## src/design/aabb_ram.sv

```systemverilog
`default_nettype none

module aabb_ram #(
    parameter int WIDTH = 32,
    parameter int DEPTH = 64
) (
    input  wire logic                                      clk,
    input  wire logic                                      we,
    input  wire logic [((DEPTH > 1) ? $clog2(DEPTH) : 1)-1:0] addr,
    input  wire logic [WIDTH-1:0]                          wdata,
    output logic      [WIDTH-1:0]                          rdata
);

    logic [WIDTH-1:0] mem [DEPTH];

    // single port, registered read
    always_ff @(posedge clk)
    begin
        if (we)
        begin
            mem[addr] <= wdata;
        end
        rdata <= mem[addr];
    end

endmodule

`default_nettype wire

```

## config.mk

```make
export PLATFORM = sky130hd
export DESIGN_NAME = aabb_ram
export DESIGN_NICKNAME = d
export VERILOG_FILES = /design/src/design/aabb_ram.sv
export SDC_FILE = /design/constraint.sdc
export NUM_CORES = 2
export LEC_CHECK = 0
export ABC_AREA = 1
export BUFFER_PORTS_ARGS = -buffer_cell sky130_fd_sc_hd__buf_2
export CAP_MARGIN = 20
export CELL_PAD_IN_SITES_DETAIL_PLACEMENT = 2
export CELL_PAD_IN_SITES_GLOBAL_PLACEMENT = 2
export CORE_MARGIN = 3
export CORE_UTILIZATION = 38
export CTS_CLUSTER_SIZE = 28
export DETAILED_ROUTE_END_ITERATION = 8
export PLACE_DENSITY = 0.8
export SYNTH_ARGS = -nofsm -noshare
export SYNTH_HDL_FRONTEND = slang
export SYNTH_SLANG_ARGS = --single-unit
```

## constraint.sdc

```tcl
create_clock -name clk -period 5.15 [get_ports clk]
set_clock_uncertainty 0.1 [all_clocks]
set_input_delay 0.515 -clock clk [delete_from_list [all_inputs] [get_ports clk]]
set_output_delay 0.515 -clock clk [all_outputs]
set_load 0.005 [all_outputs]
```

=== Word-level counts from Yosys, hierarchy flattened ===
Memory sizes are Yosys's and may differ from the RTL's. A register that Yosys moved wholly into a read port is not among the register bits.
Cells that the tools add are included.

* Register bits: 0
* RAM bits: 2048
* Input bits: 40
* Output and inout port bits: 32
* Logic and storage cells: 3
* Memories kept: 1

* Multiplexer cells: 2

{| class="wikitable"
|+ Memory list
! memory !! depth !! width !! read ports !! clocked after memory_dff !! wr ports !! line !! RTL
|-
| mem || 64 || 32 || 1 || 1 || 1 || 14 || <nowiki>logic [WIDTH-1:0] mem [DEPTH];</nowiki>
|}

{| class="wikitable"
|+ Operators by type and width
! kind !! number
|-
| $mux 1 || 2
|}

=== Logic depth before layout (Yosys ltp) ===
* Word-level depth: 2
* Depth in mapped cells: 15

=== Least setup slack after synthesis ===
Ideal clock, no wire load.

* Path type: input port to flip-flop
* Start: in addr[0] (netlist name)
* End: mem mem[41][0] (enable)
* Arrival time: 4298 ps
* Path slack: 250 ps
* Stages: 6
* Path buffers: 4
* Cell sequence: buf_4 -> inv_2 -> buf_6 -> buf_4 -> buf_2 -> nor4_1

{| class="wikitable"
|+ RTL lines
! item !! line !! RTL
|-
| start: declaration || 9 || <nowiki>input wire logic [((DEPTH > 1) ? $clog2(DEPTH) : 1)-1:0] addr,</nowiki>
|-
| end: declaration || 14 ||
|}

No word-level cell before the write port.

==> flow_summary_export.csv <==
group,metric,value,unit
synth,syn_inst,8440,
synth,ys_seq_area_share,71.84,%
sta,slew-limit-headroom,20.82,%
sta,fin_hold_ws,0.2302,ns
grt,grt_pass1_wl,492400,um
routing,wl_per_cell,28.93,um
synth,ys_ff_latch,2080,
power,pwr-share-comb,6.5,%
routing,drt-pass1-iter-count,5,
status,status,"complete, no violations",
cells_and_area,regArea,62140,um^2
worst_setup_path,crit_path_frequent_cell,"nand2_1",
power,max-vdd-ir-drop,0.0003705,V
power,p_per_area,386.8,nW/um^2
worst_setup_path,cp-end-kind,"flip-flop",
cells_and_area,drive_gt1_share,7.833,%
placed_design,dp_hpwl,186500,um
worst_setup_path,cp.required,5.77,ns
cts,insertion_delay,0.89,ns
floorplan,io_pins,72,
routing,vias,64390,
worst_setup_path,crit_arrival,3.50,ns
cts,htree_levels,4,
cells_and_area,nets,8547,
run,max_cap_viol_count,0,
hold_path,hp-class,"in2reg",
grt,grt.overflow.total,0,
power,internal_power,28.99,mW
hold_path,hold_depth,1,
worst_setup_path,cp_cell_sequence,"buf_8 > inv_8 > buf_12 > nand2_1 > nand2_1 > nand2_1 > nand2_1 > nand2_1 > nand2_1 > nand2_1 > nand2_1 > nor2_1 > nand2_1",
synth,syn_area,86500,um^2
sta,min_period,2.871,ns
routing,postRouteAntennaNets,0,
sta,finalHoldViolations,0,
floorplan,core-area,225500,um^2
power,switching_share,24.14,%
routing,drt-vias-per-instance,5.501,
cts,numCtsBuffers,226,
power,power_frac_seq,49.3,%
synth,avgSynthCellArea,10.25,um^2
routing,drc,0,
worst_setup_path,crit_buf_inv,3,
cts,post_cts_buffers,0,
cells_and_area,stdcell_count,11710,
grt,grt_max_degree,150,
placed_design,gp_congestion,0.8013,
cts,cts_resized,0,
synth,syn_nets,8480,
synth,ys_types,21,
synth,synth_warnings,0,
cells_and_area,multi_input_area,22820,um^2
sta,fmax,0.3483,GHz
worst_setup_path,cp-start-kind,"input pin",
sta,period_share,55.75,%
routing,drt-total-wl,338600,um
cts,clockBufferDepth,3,
power,clkPwrFrac,44.3,%
grt,grt_pass1_vias,72190,
floorplan,die_h,483.1,um
sta,finalSetupViolations,0,
placed_design,dp_cells,11270,
worst_setup_path,slowest_stage,"nor2_1",
cells_and_area,finish.instance_area,98820,um^2
placed_design,dpl-instance-area,91220,um^2
grt,antenna_found_initial,25,
floorplan,dieArea,233400,um^2
cts,clk_pin_slew,0.06,ns
sta,finalSetupTns,0,ns
worst_setup_path,crit_path_max_fanout,110,
sta,grt_setup_unrepaired,"false",
routing,drt_iter0_markers,6253,
placed_design,portBuffers,71,
worst_setup_path,max_stage_delay,0.65,ns
floorplan,die_w,483.1,um
power,switching_power,9.229,mW
worst_setup_path,path_depth,13,
grt,grt.total_usage,28.51,%
sta,slew_violations,0,
worst_setup_path,crit_type,"in2reg",
cts,tritoncts,"built",
power,p_leak,40.89,nW
sta,tightestPinTransition,1.188,ns
worst_setup_path,cp_top_family,"simple AND/OR/NAND/NOR gates",
floorplan,rows,174,
floorplan,initial_utilization,38.35,%
cells_and_area,fillers,23600,
cts,clkSinkCount,2080,
worst_setup_path,rr_worst_depth,10,
cts,cts_root_buf,"clkbuf_16",
cells_and_area,syn_to_final_growth,14.24,%
-- cell families after synthesis --
kind of cell	share of synthesized area, %
compound gates	0.08389
buf+inv	2.397
flops	71.84
simple gates	25.68
-- repair_timing --
item / 4_1_cts / 5_1_grt
endpoints found under the setup margin: 0 / 0
endpoints found under the hold margin: 8 / 0
hold buffers: 2 / 0
-- metrics by stage --
step,worst slack (ns),utilization (%),power [mW]
2_1_floorplan,0.2500,-,20.33
3_3_place_gp,1.534,40.44,21.43
3_5_place_dp,1.467,40.44,21.58
4_1_cts,2.401,43.81,38.42
5_1_grt,2.149,43.81,39.27
6_report,2.279,43.81,38.22
-- cells in the final DEF (no fill, tap or decap), drive strengths merged, types with 5 or more instances in the layout --
cell type / netlist / layout
nor3: 8 / 8
edfxtp: 2048 / 2048
buf: 286 / 259
diode: 0 / 7
nor2: 137 / 137
nand2: 5728 / 5728
or2: 6 / 6
clkinvlp: 0 / 6
o21ai: 7 / 7
inv: 30 / 35
o211ai: 5 / 5
dfxtp: 32 / 32
bufinv: 0 / 26
nand3: 13 / 13
clkbuf: 136 / 291
clkinv: 0 / 100
-- layer usage --
| metal | track usage [%] | share of wire, % |
|---|---|---|
| met2 | 50.59 | 51 |
| met4 | 11.98 | 4.3 |
| met1 | 34.75 | 39 |
| met5 | 0 | 0.016 |
| met3 | 3.952 | 5.7 |
-- final timing paths --
path | slack (ns) | from | end
worst min-delay path | 0.23 | wdata[21] | mem[4][21]$_DFFE_PP_
worst min register to register | 0.73 | mem[28][4]$_DFFE_PP_ | rdata[4]$_DFF_P_
worst max register to register | 2.91 | mem[61][23]$_DFFE_PP_ | rdata[23]$_DFF_P_
worst max-delay path | 2.28 | addr[0] | rdata[25]$_DFF_P_
-- Yosys cell counts, drive strengths merged --
cell,instances,area (um^2)
nor2,137,514.2
o211ai,5,37.54
or2,6,37.54
nand4,2,12.51
nor4,2,12.51
nor3,8,75.07
buf,286,1450
nand3,13,65.06
nand2,5728,21500
edfxtp,2048,61500
inv,30,112.6
clkbuf,136,510.5
dfxtp,32,640.6
o21ai,7,35.03
-- power groups by stage --
stage / clock [mW] / combinational, mW / sequential, mW
CTS: 17.1 / 2.46 / 18.8
finish: 16.9 / 2.47 / 18.8
global placement: 0 / 2.26 / 19.2
global route: 17.8 / 2.68 / 18.8
floorplan: 0 / 1.19 / 19.1
detailed placement: 0 / 2.40 / 19.2
-- sequential cells by signal (all words and copies together) (netlist names) --
name and flops:
rdata 32, mem 2048
-- cell type report --
class | count | area share (%)
flip-flops and latches | 2080 | 62.88
multi-input cells | 5908 | 23.09
clock buffers | 291 | 6.261
well taps | 2992 | 3.788
repair buffers | 261 | 2.433
clock inverters | 137 | 1.394
inverters | 30 | 0.1367
diodes | 7 | 0.01773
(Power assumes the default switching activity.)
