File: src/design/aabb_pkg.sv
`default_nettype none

package aabb_pkg;

    localparam int COORD_W       = 32;
    localparam int SCALE_W       = 16;
    localparam int IDX_W         = 6;
    localparam int PROD_W        = COORD_W + SCALE_W;
    localparam int MAX_BOXES_DEF = 64;

    // command codes carried on the input tuser
    localparam logic [1:0] CMD_CLEAR = 2'd0;
    localparam logic [1:0] CMD_LOAD  = 2'd1;
    localparam logic [1:0] CMD_QUERY = 2'd2;

    // one axis-aligned box, min corner then max corner
    typedef struct packed {
        logic signed [COORD_W-1:0] lo_x;
        logic signed [COORD_W-1:0] lo_y;
        logic signed [COORD_W-1:0] lo_z;
        logic signed [COORD_W-1:0] hi_x;
        logic signed [COORD_W-1:0] hi_y;
        logic signed [COORD_W-1:0] hi_z;
    } box_t;

endpackage

`default_nettype wire

File: src/design/aabb_cmp.sv
`default_nettype none

module aabb_cmp (
    input  wire aabb_pkg::box_t qry,
    input  wire aabb_pkg::box_t ent,
    output logic                hit
);

    logic sep_x;
    logic sep_y;
    logic sep_z;

    // separated when apart or when faces only touch; touching faces count as separated
    always_comb
    begin
        sep_x = ($signed(qry.hi_x) <= $signed(ent.lo_x)) || ($signed(qry.lo_x) >= $signed(ent.hi_x));
        sep_y = ($signed(qry.hi_y) <= $signed(ent.lo_y)) || ($signed(qry.lo_y) >= $signed(ent.hi_y));
        sep_z = ($signed(qry.hi_z) <= $signed(ent.lo_z)) || ($signed(qry.lo_z) >= $signed(ent.hi_z));
        hit   = !(sep_x || sep_y || sep_z);
    end

endmodule

`default_nettype wire

File: config.mk
export PLATFORM = sky130hd
export DESIGN_NAME = aabb_cmp
export DESIGN_NICKNAME = d
export VERILOG_FILES = /design/src/design/aabb_pkg.sv /design/src/design/aabb_cmp.sv
export SDC_FILE = /design/constraint.sdc
export NUM_CORES = 1
export LEC_CHECK = 0
export BUFFER_PORTS_ARGS = -buffer_cell sky130_fd_sc_hd__buf_2
export CAP_MARGIN = 30
export CORE_AREA = 2 2 151 153
export DETAILED_ROUTE_END_ITERATION = 16
export DIE_AREA = 0 0 153 155
export MAX_ROUTING_LAYER = met4
export PLACE_DENSITY = 0.46
export RECOVER_POWER = 100
export SYNTH_ARGS = -nofsm -noshare
export SYNTH_HDL_FRONTEND = slang
export SYNTH_SLANG_ARGS = --single-unit
File: constraint.sdc
create_clock -name vclk -period 2.89
set_input_delay 0.289 -clock vclk [all_inputs]
set_output_delay 0.289 -clock vclk [all_outputs]
set_load 0.05 [all_outputs]
# Word level (Yosys, flattened, before mapping)
# Cells that the tools add are included.
# Widths: inputs -> output; s select.
[op_classes] eq_ne=0 bitwise=0 addsub=0 n_mul=0 div=0 n_shift=0 magnitude_cmp=6 mux=0 n_reduce_logical=6
[op_table] cell="$ge 32x32->1" n=3
[op_table] cell="$le 32x32->1" n=3
[op_table] cell="$logic_or 1x1->1" n=5
[op_table] cell="$logic_not 1->1" n=1
[word_totals] romBits=0 elab_cells=12 in_bits=384 n_memories=0 latch_bits=0 out_inout_bits=1 regBits=0 mem_bits_rw=0

# Longest topological paths before layout
[logic_depth] depth_word=5 ltp_mapped=10 depth_no_buf=10

# Worst setup path before layout
# No wires, ideal clock.
[synth_path] path_type="input to output" start="input port ent[1] (netlist bit)" end="output port hit" path_slack_ns=-0.010 t_required_ns=2.601 n_path_buf=0 arrival_ns=2.611 cell_stages=10 cell_sequence="inv_1 ha_1 nor2b_1 o211ai_1 a21oi_1 a211oi_1 nor2_1 nor3_1 mux2_2 nor4_2"
[synth_between] elab_chain_cells=4
[synth_rtl] element="from (decl)" line_no="aabb_cmp.sv:5" text="input wire aabb_pkg::box_t ent,"
[synth_rtl] element="$ge 32x32->1" line_no="aabb_cmp.sv:18" text="sep_z = ($signed(qry.hi_z) <= $signed(ent.lo_z)) || ($signed(qry.lo_z) >= $signed(ent.hi_z));"
[synth_rtl] element="$logic_or 1x1->1" line_no="aabb_cmp.sv:18"
[synth_rtl] element="$logic_or 1x1->1" line_no="aabb_cmp.sv:19" text="hit = !(sep_x || sep_y || sep_z);"
[synth_rtl] element="$logic_not 1->1" line_no="aabb_cmp.sv:19"
[synth_rtl] element="to (decl)" line_no="aabb_cmp.sv:6" text="output logic hit"
# Every way passes these cells.

# Worst setup path in the final report
[layout_path] start="input port qry[140] (netlist bit)" end="output port hit"
[layout_between] elab_chain_cells=5
[layout_rtl] element="from (decl)" line_no="aabb_cmp.sv:4" text="input wire aabb_pkg::box_t qry,"
[layout_rtl] element="$ge 32x32->1" line_no="aabb_cmp.sv:17" text="sep_y = ($signed(qry.hi_y) <= $signed(ent.lo_y)) || ($signed(qry.lo_y) >= $signed(ent.hi_y));"
[layout_rtl] element="$logic_or 1x1->1" line_no="aabb_cmp.sv:17"
[layout_rtl] element="$logic_or 1x1->1 (2 in series)" line_no="aabb_cmp.sv:19"
[layout_rtl] element="$logic_not 1->1" line_no="aabb_cmp.sv:19"
# Every way passes these cells.

==> results.yml <==
global_routing:
  number_of_antenna_violations_at_the_first_check_in_global_routing: 5
  grt.total_usage_pct: 14.5
  grt_max_degree: 4
  grt_overflow_total: 0
  grt_pass1_wl_mm: 27.6
  first_global_vias: 5786
setup_path:
  critical-path-max-stage-delay_ns: 0.33
  critical_path_arrival_ns: 2.42
  critPathMaxFanout: 2
  timing.critical_path.slowest_stage_cell: "sky130_fd_sc_hd__a221o_1"
  crit_required_ns: 2.60
  timing_worst_setup_path_type: "in2out"
  cp-end-kind: "output pin"
  cp_cell_sequence: "buf_2, ha_1, nand4_1, nor2_1, a221o_1, o311ai_2, buf_4, and3_4, o211ai_1, nor4_4, buf_6"
  timing.critical_path.from_type: "primary input"
hold_path:
  hold_depth: 5
  worst_hold_path.endpoint: "hit"
  holdCritStartpoint: "qry[127]"
  min_path_type: "in2out"
finish:
  area_growth_syn_to_layout_pct: 51.1
  final-seq-area_sq_um: 0
  layoutNonFillerInstCount: 1356
  design.final.nets: 1644
  drive_gt1_share_pct: 38.9
  nFlopsAndLatches: 0
  clock_buffers: 0
sta:
  achievable-frequency_mhz: 369
  timing.final.ws_setup_ns: 0.184
  post_route_clock_period_utilization_pct: 93.6
  rsz0062_at_grt: "false"
  post-route-min-period_ns: 2.71
  worst_pin_slew_ns: 0.457
  hold_viol_final: 0
  timing.hold.ws_ns: 1.22
  setup_violating_endpoint_count_in_the_final_report: 0
  max_slew_headroom_pct: 69.3
  final_max_slew_viol_count: 0
status:
  status: "finished, final reports clean"
logic_synthesis:
  synth_top_cell_by_area: "sky130_fd_sc_hd__ha_1"
  synth_xor_area_share_pct: 0
  synth_fa_ha_area_share_pct: 49.7
  post_synth_and_or_nand_nor_area_fraction_pct: 15.1
  synth-compound-area-share_pct: 19.5
  synth_top_family_by_area: "adder cells"
  ys_top_cells_by_count: "sky130_fd_sc_hd__inv_1 (196), sky130_fd_sc_hd__ha_1 (192), sky130_fd_sc_hd__a21oi_1 (64)"
  syn_nets: 1253
  mappedNetlistArea_sq_um: 4840
  yosysMostFrequentCell: "sky130_fd_sc_hd__inv_1"
  share_of_cell_area_taken_by_muxes_after_synthesis_pct: 0.440
  syn_area_per_cell_sq_um: 7.14
  synthesis.yosys.warnings: 0
  synth_top_cells_by_area: "sky130_fd_sc_hd__ha_1 (50%), sky130_fd_sc_hd__inv_1 (15%), sky130_fd_sc_hd__a21oi_1 (6.6%)"
  synth_cell_types: 41
  synth_sequential_area_ratio_pct: 0
  synthesis.instances: 677
  netlist.area_leader.share_pct: 49.7
floorplanning:
  fp.coreArea_sq_um: 22200
  die_h_microns: 155
  die_w_microns: 153
  num_rows: 55
  start_util_pct: 21.8
  area_enclosed_by_the_die_boundary_sq_um: 23700
  floorplan.io_pins: 385
drt:
  drc_errors: 0
  detail_route.wirelength_mm: 18.1
  drtIter0Drc: 165
  route.antenna.remaining_nets: 0
  route.detailed.vias_per_inst: 4.28
  wl_per_cell_microns: 13.3
  dr_total_vias: 5807
  dr.pass1.iters: 4
job:
  count_of_max_cap_constraint_violations: 0
placed_design:
  placement.setup.worst_slack_ns: -0.109
  post-place-cells: 1351
  hpwl_after_detailed_placement_mm: 17.4
  port_buffers: 385
  place_congestion: 0.828
power:
  max-vdd-ir-drop_uv: 46.8
  p_per_area_nw_per_um2: 122
  power_leakage_uw: 0.00471
clock_network:
  ctsHoldBuffers: 0
  post_cts.repair.setup_buffers: 0
-- final cells by class --
type	count	area (sq um)
Multi-Input combinational cell	481	4240
Antenna cell	5	12.5
Inverter	196	736
Fill cell	2505	14900
Tap cell	285	357
Timing Repair Buffer	389	1960
-- how the worst max path moves through the flow --
stage	startpoint	end	cells after the start
floorplan	ent[1]	hit	10
global placement	qry[11]	hit	11
detailed placement	qry[5]	hit	12
CTS	ent[127]	hit	13
global route	ent[39]	hit	12
finish	qry[140]	hit	11
-- cells by family after synthesis --
logic type | count (synthesis)
compound gates | 150
fa+ha+maj | 192
buf+inv | 196
mux | 2
simple gates | 137
-- power by group --
part           internal, uW  total, uW  switching (uW)
Clock              0.000232   0.000232               0
Sequential                0          0               0
Combinational           475        895             420
-- through the flow --
step                instance area [sq um]  util, %  total power (uW)  setup TNS (ns)
floorplan                            4840        -               476               0
global placement                     7160     32.2               883          -0.129
detailed placement                   7160     32.2               881          -0.109
CTS                                  7170     32.3               891               0
global route                         7310     32.9              1040               0
finish                               7310     32.9               895               0
-- worst max-delay path, delay by kind of cell --
| kind | cells | cell delay (ns) |
|---|---|---|
| buf+inv | 3 | 0.46 |
| simple gates | 4 | 0.61 |
| compound gates | 3 | 0.77 |
| fa+ha+maj | 1 | 0.28 |
-- repair_timing --
| item | 4_1_cts | 5_1_grt |
|---|---|---|
| resized for setup | 4 | 20 |
| setup endpoints to repair | 1 | 1 |
| pin swaps | 1 | 10 |
| endpoints found under the hold margin | 0 | 0 |
-- cell usage in the layout, fill, tap and decap left out, types with 7 or more instances in the layout --
master	count
sky130_fd_sc_hd__o211ai_1	7
sky130_fd_sc_hd__inv_1	194
sky130_fd_sc_hd__a21o_1	31
sky130_fd_sc_hd__a21oi_1	61
sky130_fd_sc_hd__nand4_1	41
sky130_fd_sc_hd__o21ai_0	19
sky130_fd_sc_hd__buf_2	384
sky130_fd_sc_hd__ha_1	187
sky130_fd_sc_hd__nand3_1	15
sky130_fd_sc_hd__nor2_1	18
sky130_fd_sc_hd__nand2_1	33
-- layer usage --
layer,share of wire (%),vias up,GRT usage (%)
met4,1.2,0,2.43
met3,5.9,14,1.92
li1,-,3142,-
met5,0,-,-
met2,49,201,26.3
met1,44,2450,17.5
No activity file was read; power rests on OpenSTA's default activity.
